==> src/rtl/rne_pkg.sv <==
// Shared constants, types and the greedy numeral table of the Roman numeral encoder.
// No dependencies.
`timescale 1ns / 1ps
`default_nettype none

package rne_pkg;

  localparam int VALUE_W   = 16;
  localparam int REST_W    = 12;   // remainder of a value below 4000
  localparam int SYM_W     = 8;
  localparam int STATUS_W  = 2;
  localparam int TABLE_LEN = 13;
  localparam int IDX_W     = 4;

  typedef logic [REST_W-1:0]   rest_t;
  typedef logic [SYM_W-1:0]    sym_t;
  typedef logic [STATUS_W-1:0] status_t;
  typedef logic [IDX_W-1:0]    idx_t;

  localparam status_t ST_OK   = 2'd0;
  localparam status_t ST_LOW  = 2'd1;
  localparam status_t ST_HIGH = 2'd2;

  localparam logic [VALUE_W-1:0] VALUE_LIMIT = 16'd4000;
  localparam sym_t SYM_NONE = 8'h00;

  localparam rest_t STEP_VALUE [TABLE_LEN] = '{
    12'd1000, 12'd900, 12'd500, 12'd400, 12'd100, 12'd90, 12'd50,
    12'd40, 12'd10, 12'd9, 12'd5, 12'd4, 12'd1
  };
  localparam sym_t STEP_FIRST [TABLE_LEN] = '{
    8'h4D, 8'h43, 8'h44, 8'h43, 8'h43, 8'h58, 8'h4C,
    8'h58, 8'h58, 8'h49, 8'h56, 8'h49, 8'h49
  };
  // second letter of a subtractive pair, SYM_NONE for a single letter
  localparam sym_t STEP_SECOND [TABLE_LEN] = '{
    SYM_NONE, 8'h4D, SYM_NONE, 8'h44, SYM_NONE, 8'h43, SYM_NONE,
    8'h4C, SYM_NONE, 8'h58, SYM_NONE, 8'h56, SYM_NONE
  };

  typedef struct packed {
    logic load;   // take the accepted value
    logic step;   // produce one result into the output register
  } rne_cmd_t;

  typedef struct packed {
    logic out_free;  // output register empty or being drained
    logic fin;       // result on offer is the last of the request
  } rne_sts_t;

endpackage

`default_nettype wire

==> src/rtl/rne_if.sv <==
// Valid/ready channel interfaces for the Roman numeral encoder.
// Depends on rne_pkg.
`timescale 1ns / 1ps
`default_nettype none

interface rne_in_if;
  import rne_pkg::*;
  logic                      valid;
  logic                      ready;
  logic signed [VALUE_W-1:0] value;

  modport source (output valid, output value, input ready);
  modport sink   (input valid, input value, output ready);
endinterface

interface rne_out_if;
  import rne_pkg::*;
  logic       valid;
  logic       ready;
  sym_t       symbol;
  logic       has_symbol;
  status_t    status;
  logic       last;

  modport source (output valid, output symbol, output has_symbol, output status,
                  output last, input ready);
  modport sink   (input valid, input symbol, input has_symbol, input status,
                  input last, output ready);
endinterface

`default_nettype wire

==> src/rtl/rne_datapath.sv <==
// Datapath: remainder, pending pair letter, greedy table search and output register.
// Depends on rne_pkg.
`timescale 1ns / 1ps
`default_nettype none

module rne_datapath (
  input  wire logic                              clk,
  input  wire logic                              rst_n,
  input  wire rne_pkg::rne_cmd_t                 cmd,
  output rne_pkg::rne_sts_t                      sts,
  input  wire logic signed [rne_pkg::VALUE_W-1:0] in_value,
  input  wire logic                              out_ready,
  output logic                                   out_valid,
  output rne_pkg::sym_t                          out_symbol,
  output logic                                   out_has_symbol,
  output rne_pkg::status_t                       out_status,
  output logic                                   out_last
);
  import rne_pkg::*;

  rest_t   rest_r, rest_nxt;
  status_t kind_r, kind_nxt;
  logic    pend_r, pend_nxt;
  sym_t    pend_sym_r, pend_sym_nxt;
  logic    out_valid_r, out_valid_nxt;
  sym_t    out_symbol_r;
  logic    out_has_r;
  status_t out_status_r;
  logic    out_last_r;

  idx_t    sel;
  rest_t   diff;
  logic    pair;
  sym_t    res_sym;
  logic    res_has;
  logic    res_last;

  // largest table entry not above the remainder
  always_comb begin
    sel = '0;
    for (int i = TABLE_LEN - 1; i >= 0; i--) begin
      if (rest_r >= STEP_VALUE[i]) begin
        sel = IDX_W'(i);
      end
    end
  end

  assign diff = rest_r - STEP_VALUE[sel];
  assign pair = (STEP_SECOND[sel] != SYM_NONE);

  always_comb begin
    rest_nxt     = rest_r;
    kind_nxt     = kind_r;
    pend_nxt     = pend_r;
    pend_sym_nxt = pend_sym_r;
    res_sym      = SYM_NONE;
    res_has      = 1'b0;
    res_last     = 1'b1;

    if (kind_r != ST_OK || (rest_r == '0 && !pend_r)) begin
      // error or zero: single empty result
    end else if (pend_r) begin
      res_sym  = pend_sym_r;
      res_has  = 1'b1;
      res_last = (rest_r == '0);
      if (cmd.step) begin
        pend_nxt = 1'b0;
      end
    end else begin
      res_sym  = STEP_FIRST[sel];
      res_has  = 1'b1;
      res_last = !pair && (diff == '0);
      if (cmd.step) begin
        rest_nxt     = diff;
        pend_nxt     = pair;
        pend_sym_nxt = STEP_SECOND[sel];
      end
    end

    if (cmd.load) begin
      pend_nxt = 1'b0;
      rest_nxt = in_value[REST_W-1:0];
      if (in_value[VALUE_W-1]) begin
        kind_nxt = ST_LOW;
      end else if ($unsigned(in_value) >= VALUE_LIMIT) begin
        kind_nxt = ST_HIGH;
      end else begin
        kind_nxt = ST_OK;
      end
    end
  end

  assign out_valid_nxt = cmd.step ? 1'b1 : (out_ready ? 1'b0 : out_valid_r);

  always_ff @(posedge clk) begin
    if (!rst_n) begin
      out_valid_r <= 1'b0;
      pend_r      <= 1'b0;
    end else begin
      out_valid_r <= out_valid_nxt;
      pend_r      <= pend_nxt;
    end
  end

  always_ff @(posedge clk) begin
    rest_r     <= rest_nxt;
    kind_r     <= kind_nxt;
    pend_sym_r <= pend_sym_nxt;
    if (cmd.step) begin
      out_symbol_r <= res_sym;
      out_has_r    <= res_has;
      out_status_r <= kind_r;
      out_last_r   <= res_last;
    end
  end

  assign sts.out_free = !out_valid_r || out_ready;
  assign sts.fin      = res_last;

  assign out_valid      = out_valid_r;
  assign out_symbol     = out_symbol_r;
  assign out_has_symbol = out_has_r;
  assign out_status     = out_status_r;
  assign out_last       = out_last_r;

endmodule

`default_nettype wire

==> src/rtl/rne_ctrl.sv <==
// Controller: accepts one request, then steps the datapath once per result.
// Depends on rne_pkg.
`timescale 1ns / 1ps
`default_nettype none

module rne_ctrl (
  input  wire logic              clk,
  input  wire logic              rst_n,
  input  wire logic              in_valid,
  output logic                   in_ready,
  input  wire rne_pkg::rne_sts_t sts,
  output rne_pkg::rne_cmd_t      cmd
);
  import rne_pkg::*;

  typedef enum logic {IDLE, RUN} state_t;

  state_t state_r, state_nxt;
  logic   in_ready_r;

  assign cmd.load = in_valid && in_ready_r;
  assign cmd.step = (state_r == RUN) && sts.out_free;

  always_comb begin
    state_nxt = state_r;
    case (state_r)
      IDLE: begin
        if (cmd.load) begin
          state_nxt = RUN;
        end
      end
      RUN: begin
        if (cmd.step && sts.fin) begin
          state_nxt = IDLE;
        end
      end
      default: state_nxt = IDLE;
    endcase
  end

  always_ff @(posedge clk) begin
    if (!rst_n) begin
      state_r    <= IDLE;
      in_ready_r <= 1'b0;
    end else begin
      state_r    <= state_nxt;
      in_ready_r <= (state_nxt == IDLE);
    end
  end

  assign in_ready = in_ready_r;

endmodule

`default_nettype wire

==> src/rtl/roman_numeral_encoder.sv <==
// Roman numeral encoder: one request in, one ASCII letter per result out.
// A taken request moves the controller to RUN, which then steps the datapath.
// Throughput: a request gives 1..15 one-letter results; the next request is
//   taken after its last; one result per cycle while the output register is free.
// Reset: synchronous, active low; clears controller, output valid, pending flag.
// Depends on rne_pkg, rne_if, rne_ctrl and rne_datapath.
`timescale 1ns / 1ps
`default_nettype none

module roman_numeral_encoder (
  input  wire logic  clk,
  input  wire logic  rst_n,
  rne_in_if.sink     in_ch,
  rne_out_if.source  out_ch
);
  import rne_pkg::*;

  rne_cmd_t cmd;
  rne_sts_t sts;

  // Controller: IDLE takes a request (ready is high only there), RUN issues one
  // step per cycle while the output register can take a result, and returns to
  // IDLE once the last-marked result has been produced.
  rne_ctrl u_ctrl (
    .clk      (clk),
    .rst_n    (rst_n),
    .in_valid (in_ch.valid),
    .in_ready (in_ch.ready),
    .sts      (sts),
    .cmd      (cmd)
  );

  // Datapath: each step finds the largest table entry that fits the remainder,
  // emits its first letter and subtracts; a subtractive pair leaves its second
  // letter pending for the next step. Error and zero requests give one empty
  // result. The output register decouples the consumer from the stepping.
  rne_datapath u_dp (
    .clk            (clk),
    .rst_n          (rst_n),
    .cmd            (cmd),
    .sts            (sts),
    .in_value       (in_ch.value),
    .out_ready      (out_ch.ready),
    .out_valid      (out_ch.valid),
    .out_symbol     (out_ch.symbol),
    .out_has_symbol (out_ch.has_symbol),
    .out_status     (out_ch.status),
    .out_last       (out_ch.last)
  );

endmodule

`default_nettype wire

==> src/flat_wrapper.sv <==
// flat-port wrapper written by rule: the top's interface ports become plain ports
module roman_numeral_encoder_flat import rne_pkg::*;
  (clk, rst_n, in_ch_valid, in_ch_value, in_ch_ready, out_ch_valid, out_ch_symbol, out_ch_has_symbol, out_ch_status, out_ch_last, out_ch_ready);
  rne_in_if in_ch_i ();
  rne_out_if out_ch_i ();
  input  wire logic clk;
  input  wire logic rst_n;
  input wire logic [$bits(in_ch_i.valid)-1:0] in_ch_valid;
  input wire logic [$bits(in_ch_i.value)-1:0] in_ch_value;
  output wire logic [$bits(in_ch_i.ready)-1:0] in_ch_ready;
  output wire logic [$bits(out_ch_i.valid)-1:0] out_ch_valid;
  output wire logic [$bits(out_ch_i.symbol)-1:0] out_ch_symbol;
  output wire logic [$bits(out_ch_i.has_symbol)-1:0] out_ch_has_symbol;
  output wire logic [$bits(out_ch_i.status)-1:0] out_ch_status;
  output wire logic [$bits(out_ch_i.last)-1:0] out_ch_last;
  input wire logic [$bits(out_ch_i.ready)-1:0] out_ch_ready;
  assign in_ch_i.valid = in_ch_valid;
  assign in_ch_i.value = in_ch_value;
  assign in_ch_ready = in_ch_i.ready;
  assign out_ch_valid = out_ch_i.valid;
  assign out_ch_symbol = out_ch_i.symbol;
  assign out_ch_has_symbol = out_ch_i.has_symbol;
  assign out_ch_status = out_ch_i.status;
  assign out_ch_last = out_ch_i.last;
  assign out_ch_i.ready = out_ch_ready;
  roman_numeral_encoder u_core (.clk(clk), .rst_n(rst_n), .in_ch(in_ch_i), .out_ch(out_ch_i));
endmodule
==> config.mk <==
export PLATFORM = sky130hd
export DESIGN_NAME = roman_numeral_encoder_flat
export DESIGN_NICKNAME = d
export VERILOG_FILES = /design/src/rtl/rne_pkg.sv /design/src/rtl/rne_if.sv /design/src/rtl/rne_datapath.sv /design/src/rtl/rne_ctrl.sv /design/src/rtl/roman_numeral_encoder.sv /design/src/flat_wrapper.sv
export SDC_FILE = /design/constraint.sdc
export NUM_CORES = 1
export LEC_CHECK = 0
export CORE_UTILIZATION = 50
export DETAILED_ROUTE_END_ITERATION = 12
export DONT_BUFFER_PORTS = 1
export GPL_TIMING_DRIVEN = 0
export PLACE_DENSITY = 0.7
export SLEW_MARGIN = 20
export SYNTH_ARGS = -nofsm -noshare
export SYNTH_HDL_FRONTEND = slang
export SYNTH_SLANG_ARGS = --single-unit
==> constraint.sdc <==
create_clock -name clk -period 5.3 [get_ports clk]
set_input_delay 1.06 -clock clk [delete_from_list [all_inputs] [get_ports clk]]
set_output_delay 1.06 -clock clk [all_outputs]
set_load 0.01 [all_outputs]
; Word-level counts from Yosys, hierarchy flattened
; Memory sizes are Yosys's and may differ from the RTL's.
; Index checks and enable logic that the tools add are counted.
[word_totals]
register_bits = 38
mem_bits_ro = 448
inputBits = 20
out_inout_bits = 14
word_cells = 93
memories = 3
[classes]
n_addsub = 1
order_cmp = 15
n_eq_ne = 2
n_mux = 36
bitwise_logic = 6
n_reduce_logical = 19
[memory_table]
columns = name, depth, width, rd, rd_ports_with_merged_regs, write_ports, line
row1 = (name not given), 16, 12, 1, 0, 0, rne_datapath.sv:48  ; assign diff = rest_r - STEP_VALUE[sel];
row2 = (name not given), 16, 8, 1, 0, 0, rne_datapath.sv:76  ; pend_sym_nxt = STEP_SECOND[sel];
row3 = (name not given), 16, 8, 1, 0, 0, rne_datapath.sv:70  ; res_sym = STEP_FIRST[sel];
[ops]
columns = cell, count
row1 = 12-bit two-way mux, 6
row2 = 4-bit two-way mux, 13
row3 = 8-bit two-way mux, 5
row4 = "12-bit by 10-bit >= comparator with 1-bit output, second input constant", 2
row5 = "12-bit by 3-bit >= comparator with 1-bit output, second input constant", 2
row6 = "12-bit by 4-bit >= comparator with 1-bit output, second input constant", 2
row7 = "12-bit by 6-bit >= comparator with 1-bit output, second input constant", 2
row8 = "12-bit by 7-bit >= comparator with 1-bit output, second input constant", 2
row9 = "12-bit by 9-bit >= comparator with 1-bit output, second input constant", 2
row10 = 12-bit zero test, 2
row11 = "16-bit by 12-bit >= comparator with 1-bit output, second input constant", 1
row12 = "12-bit by 1-bit >= comparator with 1-bit output, second input constant", 1
row13 = 12-bit subtractor, 1
row14 = 1-bit two-way mux, 10
row15 = 8-bit nonzero test, 1
row16 = 3-bit AND reduction, 2
row17 = 2-bit nonzero test, 3
row18 = "5-bit >= comparator, second input constant", 1
row19 = 1-bit logical AND, 5
row20 = 1-bit inverter, 5
row21 = 4-bit inverter with 5-bit output, 1
row22 = "2-bit by 1-bit inequality test with 1-bit output, second input constant", 2
row23 = 1-bit zero test, 3
row24 = 1-bit logical OR, 2
row25 = other kinds (3), 3

; Depth between registers and ports, before layout
[depth]
word_depth = 27
depth_mapped = 19
mapped_depth_nobuf = 19

; Cells and area by module
; Synthesis repeated with hierarchy kept, for this count alone.
[unflattened]
cells_unflattened = 284
hier_area_um2 = 2602.5
[by_module_without_submodules]
columns = module, instances, cells_each, area_each_um2, seq_area_each_um2
row1 = rne_datapath, 1, 276, 2512.4, 940.9
row2 = rne_ctrl, 1, 8, 90.1, 40.0

; Least setup slack after synthesis
; Ideal clock, no wire load.
[synth_timing]
path_type = register to register
start = register u_core.u_dp.rest_r[10]
end = register u_core.u_ctrl.in_ready_r, in the netlist u_core.u_ctrl.in_ready
setup_time_ns = 0.058
t_arrival_ns = 4.515
t_required_ns = 5.242
slack_ns = 0.727
stages_incl_launch_ff = 20
path_buffers = 0
synth_period_minus_slack_ns = 4.573
path_cell_list = edfxtp_1 nor3_4 nand2_2 or3_1 nand2_1 a41oi_1 or3b_1 ha_1 inv_1 a21oi_1 ha_1 fa_1 nand2b_1 a211oi_1 a311oi_1 o21ai_0 xnor2_1 nor4b_2 and3_1 o21a_1
[synth_via]
elab_chain_cells = 27
word_cells_on_any_way = 47
cone_classes = add/sub: 1 / order compare: 13 / mux: 21 / bitwise: 2 / reduce/logical: 8 / memory: 2
[synth_rtl]
columns = element, line
row1 = "start, declared", rne_datapath.sv:21  ; rest_t rest_r, rest_nxt;
row2 = "start signal, assigned", rne_datapath.sv:106  ; rest_r <= rest_nxt;
row3 = 12-bit by 1-bit >= comparator with 1-bit output, rne_datapath.sv:42  ; if (rest_r >= STEP_VALUE[i]) begin
row4 = 4-bit two-way mux (13 in a row), rne_datapath.sv:42
row5 = 4-bit inverter with 5-bit output (not written as such), "rne_datapath.sv:48, rne_datapath.sv:49"
row6 = memory 16 x 12 bit / memory 16 x 8 bit (equally long branches), -
row7 = 12-bit two-way mux (not written as such) / 8-bit two-way mux (equally long branches) (2 in a row), -
row8 = 12-bit subtractor / 8-bit nonzero test (equally long branches), "rne_datapath.sv:48, rne_datapath.sv:49"
row9 = 12-bit zero test / 1-bit zero test (equally long branches), rne_datapath.sv:72  ; res_last = !pair && (diff == '0);
row10 = 1-bit logical AND, rne_datapath.sv:72
row11 = 1-bit two-way mux, rne_datapath.sv:62  ; end else if (pend_r) begin
row12 = 1-bit two-way mux (*), rne_datapath.sv:60  ; if (kind_r != ST_OK || (rest_r == '0 && !pend_r)) begin
row13 = 1-bit logical AND (*), rne_ctrl.sv:33  ; if (cmd.step && sts.fin) begin
row14 = 1-bit two-way mux (*), rne_ctrl.sv:33
row15 = 1-bit case mux with 2 select lines (*), rne_ctrl.sv:26  ; case (state_r)
row16 = 1-bit inverter (*), rne_ctrl.sv:47  ; in_ready_r <= (state_nxt == IDLE);
row17 = "end signal, assigned", rne_ctrl.sv:47
row18 = "end, declared", rne_ctrl.sv:19  ; logic in_ready_r;
; Mark *: on every way between the ends. The rest lies on a longest branch, timed or not. The select of a mux whose other input is x is not followed.
; A chain may end at the register's enable or synchronous reset.

; Worst setup path in the final report
[layout_timing]
start = register u_core.u_dp.rest_r[11]
end = register u_core.u_ctrl.in_ready_r, in the netlist u_core.u_ctrl.in_ready
; The elaborated chain is that of the path after synthesis.

==> results.sh <==
export IMPL_outcome="finished clean"
export IMPL_start_util_pct=53.1
export IMPL_synth_mux_area_share_pct=0.832
export IMPL_yosys_warnings=0
export IMPL_cp_required_ns=5.54
export IMPL_postRouteAntennaNets=0
export IMPL_syn_to_final_growth_pct=14.7
export IMPL_finalHoldViolations=0
export IMPL_firstDrtPassIters=4
export IMPL_clockRootBuffer="clkbuf_8"
export IMPL_crit_chain="nor3_4 -> nand2_4 -> or3_1 -> nand2_1 -> a41oi_1 -> or3b_4 -> ha_1 -> inv_1 -> a21oi_1 -> ha_1 -> fa_1 -> nand2b_2 -> a211oi_4 -> nor3_1 -> o21ai_1 -> nand4_1 -> nor4b_2 -> and3_1 -> o21a_1"
export IMPL_r2r_start="u_core.u_dp.rest_r[11]"
export IMPL_clkPwrFrac_pct=22.4
export IMPL_fin_nets=341
export IMPL_cp_end_kind="register"
export IMPL_via_per_inst=6.12
export IMPL_cts_tree="built"
export IMPL_cts_made_buffers=5
export IMPL_finalWorstSetupSlack_ns=0.254
export IMPL_vdd_drop_max_mv=0.279
export IMPL_cts_max_level=2
export IMPL_clkSlewWorstSetupHoldPaths_ns=0.07
export IMPL_min_path_cells=0
export IMPL_critPathLaunchType="register"
export IMPL_dpl_hpwl_um=4460
export IMPL_grt_pass1_wl_um=9780
export IMPL_postSynthAreaPerCell_um2=9.27
export IMPL_worst_pin_slew_ns=1.00
export IMPL_max_slew_margin_pct=32.6
export IMPL_gp_congestion=0.909
export IMPL_die_w_um=73.5
export IMPL_swShare_pct=36.2
export IMPL_cts_buffer_depth=2
export IMPL_cap_violations=0
export IMPL_netlist_cell_type_count=75
export IMPL_crit_arrival_ns=5.28
export IMPL_ff2ff_setup_slack_ns=0.25
export IMPL_synth_ff_type="edfxtp_1"
export IMPL_async_reset_ff_share_pct=0
export IMPL_endpoint="u_core.u_ctrl.in_ready"
export IMPL_path_common_cell="ha_1"
export IMPL_io_pins=34
export IMPL_clock_latency_ns=0.29
export IMPL_seq_power_share_pct=39.2
export IMPL_fin_skew_ns=0.0127
export IMPL_num_rows=25
export IMPL_ys_seq_area_share_pct=38.4
export IMPL_synth_area_um2=2560
export IMPL_die_area_um2=5410
export IMPL_die_h_um=73.5
export IMPL_routedWlPerCell_um=17.4
export IMPL_overflow=0
export IMPL_synthAdderAreaFrac_pct=8.61
export IMPL_synth_top_family_by_area="simple AND/OR/NAND/NOR gates"
export IMPL_drive_gt1_share_pct=19.3
export IMPL_p_int_w=0.000573
export IMPL_r2r_cells=19
export IMPL_synth_edf_count=30
export IMPL_period_needed_ns=5.05
export IMPL_grt_usage_pct=24.2
export IMPL_setup_viol=0
export IMPL_cp_slowest_cell="edfxtp_1"
export IMPL_cellPowerDensity_nw_per_um2=306
export IMPL_power_leakage_nw=1.16
export IMPL_grt_pass1_vias=2054
export IMPL_crit_start="u_core.u_dp.rest_r[11]"
export IMPL_place_ws_ns=-0.143
export IMPL_core_um2=4820
export IMPL_comb_power_share_pct=38.4
export IMPL_cts_sinks=34
export IMPL_syn_inst=276
export IMPL_drt_iter0_drc=174
export IMPL_post_route_drc_count=0
export IMPL_p_switching_w=0.000325
export IMPL_crit_type="register to register"
export IMPL_ys_seq_elements=34
export IMPL_grt_max_degree=13
export IMPL_synth_xor_xnor_area_share_pct=2.05
export IMPL_drt_wl_total_um=6480
export IMPL_synthSimpleGateAreaFrac_pct=24.0
export IMPL_slowest_delay_ns=0.50
export IMPL_cp_max_fo=8
export IMPL_cts_hold_buf=0
export IMPL_synth_compound_area_share_pct=21.9
export IMPL_antenna_found_initial=0
export IMPL_max_freq_mhz=198
export IMPL_drv_slew=0
export IMPL_post_route_period_util_pct=95.2
export IMPL_via_count=2276
export IMPL_worstHoldPathType="register to register"
export IMPL_rr_endpoint="u_core.u_ctrl.in_ready"
export IMPL_portBuffers=0
export IMPL_insertedDiodeCount=0
export IMPL_fin_setup_tns_ns=0
## power groups by stage
stage                     Sequential, W  Combinational, W  Clock [W]
after floorplan                0.000355          0.000216          0
after global placement         0.000364          0.000268          0
after detailed placement       0.000363          0.000274          0
final                          0.000352          0.000345   0.000202
after global routing           0.000354          0.000376   0.000214
after CTS                      0.000357          0.000283   0.000205
## cell type report
type                       count  area (um^2)
clock buffer                   6         82.6
sequential                    34          981
clock inverter                 2         12.5
inverter                      14         66.3
buffer                         8         38.8
tap                           67         83.8
fill                         451         1880
timing repair buffer          20          148
multi-input combinational    221         1520
## worst min-delay path by stage
| stage | startpoint | to | slack (ns) |
|---|---|---|---|
| after floorplan | u_core.u_dp.kind_r[1] | u_core.u_dp.out_status[1] | 0.43 |
| after global placement | u_core.u_dp.kind_r[0] | u_core.u_dp.out_status[0] | 0.45 |
| after detailed placement | u_core.u_dp.kind_r[0] | u_core.u_dp.out_status[0] | 0.44 |
| after CTS | u_core.u_dp.kind_r[0] | u_core.u_dp.out_status[0] | 0.47 |
| after global routing | u_core.u_dp.kind_r[0] | u_core.u_dp.out_status[0] | 0.48 |
| final | u_core.u_dp.kind_r[0] | u_core.u_dp.out_status[0] | 0.47 |
## state kept, by name, summed over array words and instances, names as in the netlist
name                        flops
u_core.u_dp.out_status          2
u_core.u_dp.out_symbol          6
u_core.u_dp.rest_r             12
u_core.u_dp.out_valid           1
u_core.u_dp.out_has_symbol      1
u_core.u_dp.out_last            1
u_core.u_dp.pend_sym_r          6
u_core.u_dp.pend_r              1
u_core.u_dp.kind_r              2
u_core.u_ctrl.in_ready          1
u_core.u_ctrl.state_r           1
## kinds of logic after synthesis
| family | count (synthesis) |
|---|---|
| xor+xnor | 6 |
| flops | 34 |
| compound gates | 83 |
| buf+inv | 22 |
| fa+ha+maj | 17 |
| mux | 2 |
| simple gates | 111 |
| other cells | 1 |
## cells in the final DEF, fill, tap and decap left out, types with 2 or more instances in the layout
cell type / Yosys / final
a211oi_1: 6 / 5
a21o_1: 3 / 3
a21oi_1: 19 / 19
a31oi_1: 3 / 3
and3_1: 4 / 4
buf_4: 2 / 21
clkbuf_1: 5 / 5
clkbuf_8: 0 / 6
conb_1: 1 / 2
dfxtp_1: 4 / 4
edfxtp_1: 30 / 30
ha_1: 16 / 16
inv_1: 10 / 10
inv_2: 3 / 3
nand2_1: 31 / 31
nand2b_1: 3 / 2
nand3_1: 5 / 5
nand4_1: 2 / 2
nor2_1: 25 / 24
nor2b_1: 6 / 6
nor3_1: 12 / 12
nor3_4: 2 / 2
nor4b_2: 2 / 2
o21a_1: 5 / 5
o21ai_0: 16 / 14
o21ai_1: 4 / 6
o311ai_1: 2 / 2
or3_1: 2 / 2
or3b_4: 1 / 2
xnor2_1: 3 / 3
xor2_1: 3 / 3
## metal layers
| metal | GRT usage (%) | vias to the layer above | wire (um) |
|---|---|---|---|
| li1 | - | 1091 | - |
| met1 | 31.9 | 1055 | 2840 |
| met2 | 38.0 | 113 | 3000 |
| met3 | 7.00 | 17 | 498 |
| met4 | 7.91 | 0 | 140 |
| met5 | 0 | - | 0 |
## cell usage after synthesis (3+ instances only)
master / count / area, um^2
ha_1: 16 / 200
nor2_1: 25 / 93.8
nor3_1: 12 / 60.1
nand2_1: 31 / 116
edfxtp_1: 30 / 901
xor2_1: 3 / 26.3
clkbuf_1: 5 / 18.8
a21o_1: 3 / 22.5
xnor2_1: 3 / 26.3
o21ai_0: 16 / 80.1
inv_2: 3 / 11.3
a211oi_1: 6 / 45.0
inv_1: 10 / 37.5
a31oi_1: 3 / 18.8
dfxtp_1: 4 / 80.1
nand2b_1: 3 / 18.8
and3_1: 4 / 25.0
nand3_1: 5 / 25.0
o21a_1: 5 / 37.5
a21oi_1: 19 / 95.1
o21ai_1: 4 / 20.0
nor2b_1: 6 / 37.5
## what timing repair did
item | CTS | global route
setup endpoints to repair | 3 | 4
gates resized for setup | 2 | 9
gates cloned | 0 | 0
buffers inserted | 1 | 19
pin swaps | 0 | 6
## worst max-delay path: cells and delay by family (launching register included)
| family | cells | cell delay, ns |
|---|---|---|
| and+or+nand+nor | 10 | 2.51 |
| AOI/OAI and AO/OA | 5 | 0.96 |
| adders and majority gates | 3 | 0.94 |
| DFF | 1 | 0.50 |
| buffers and inverters | 1 | 0.08 |
## stage by stage
step | hold slack (ns) | std cells | total power (W) | utilization (%) | cell area (um^2)
3_3_place_gp | 0.451 | 344 | 0.000632 | 54.9 | 2650
5_1_grt | 0.481 | 372 | 0.000944 | 60.9 | 2930
6_report | 0.467 | 372 | 0.000898 | 60.9 | 2930
3_5_place_dp | 0.440 | 344 | 0.000637 | 54.9 | 2650
4_1_cts | 0.469 | 353 | 0.000845 | 57.3 | 2760
2_1_floorplan | 0.427 | 277 | 0.000570 | - | 2560
(Power assumes the default switching activity.)
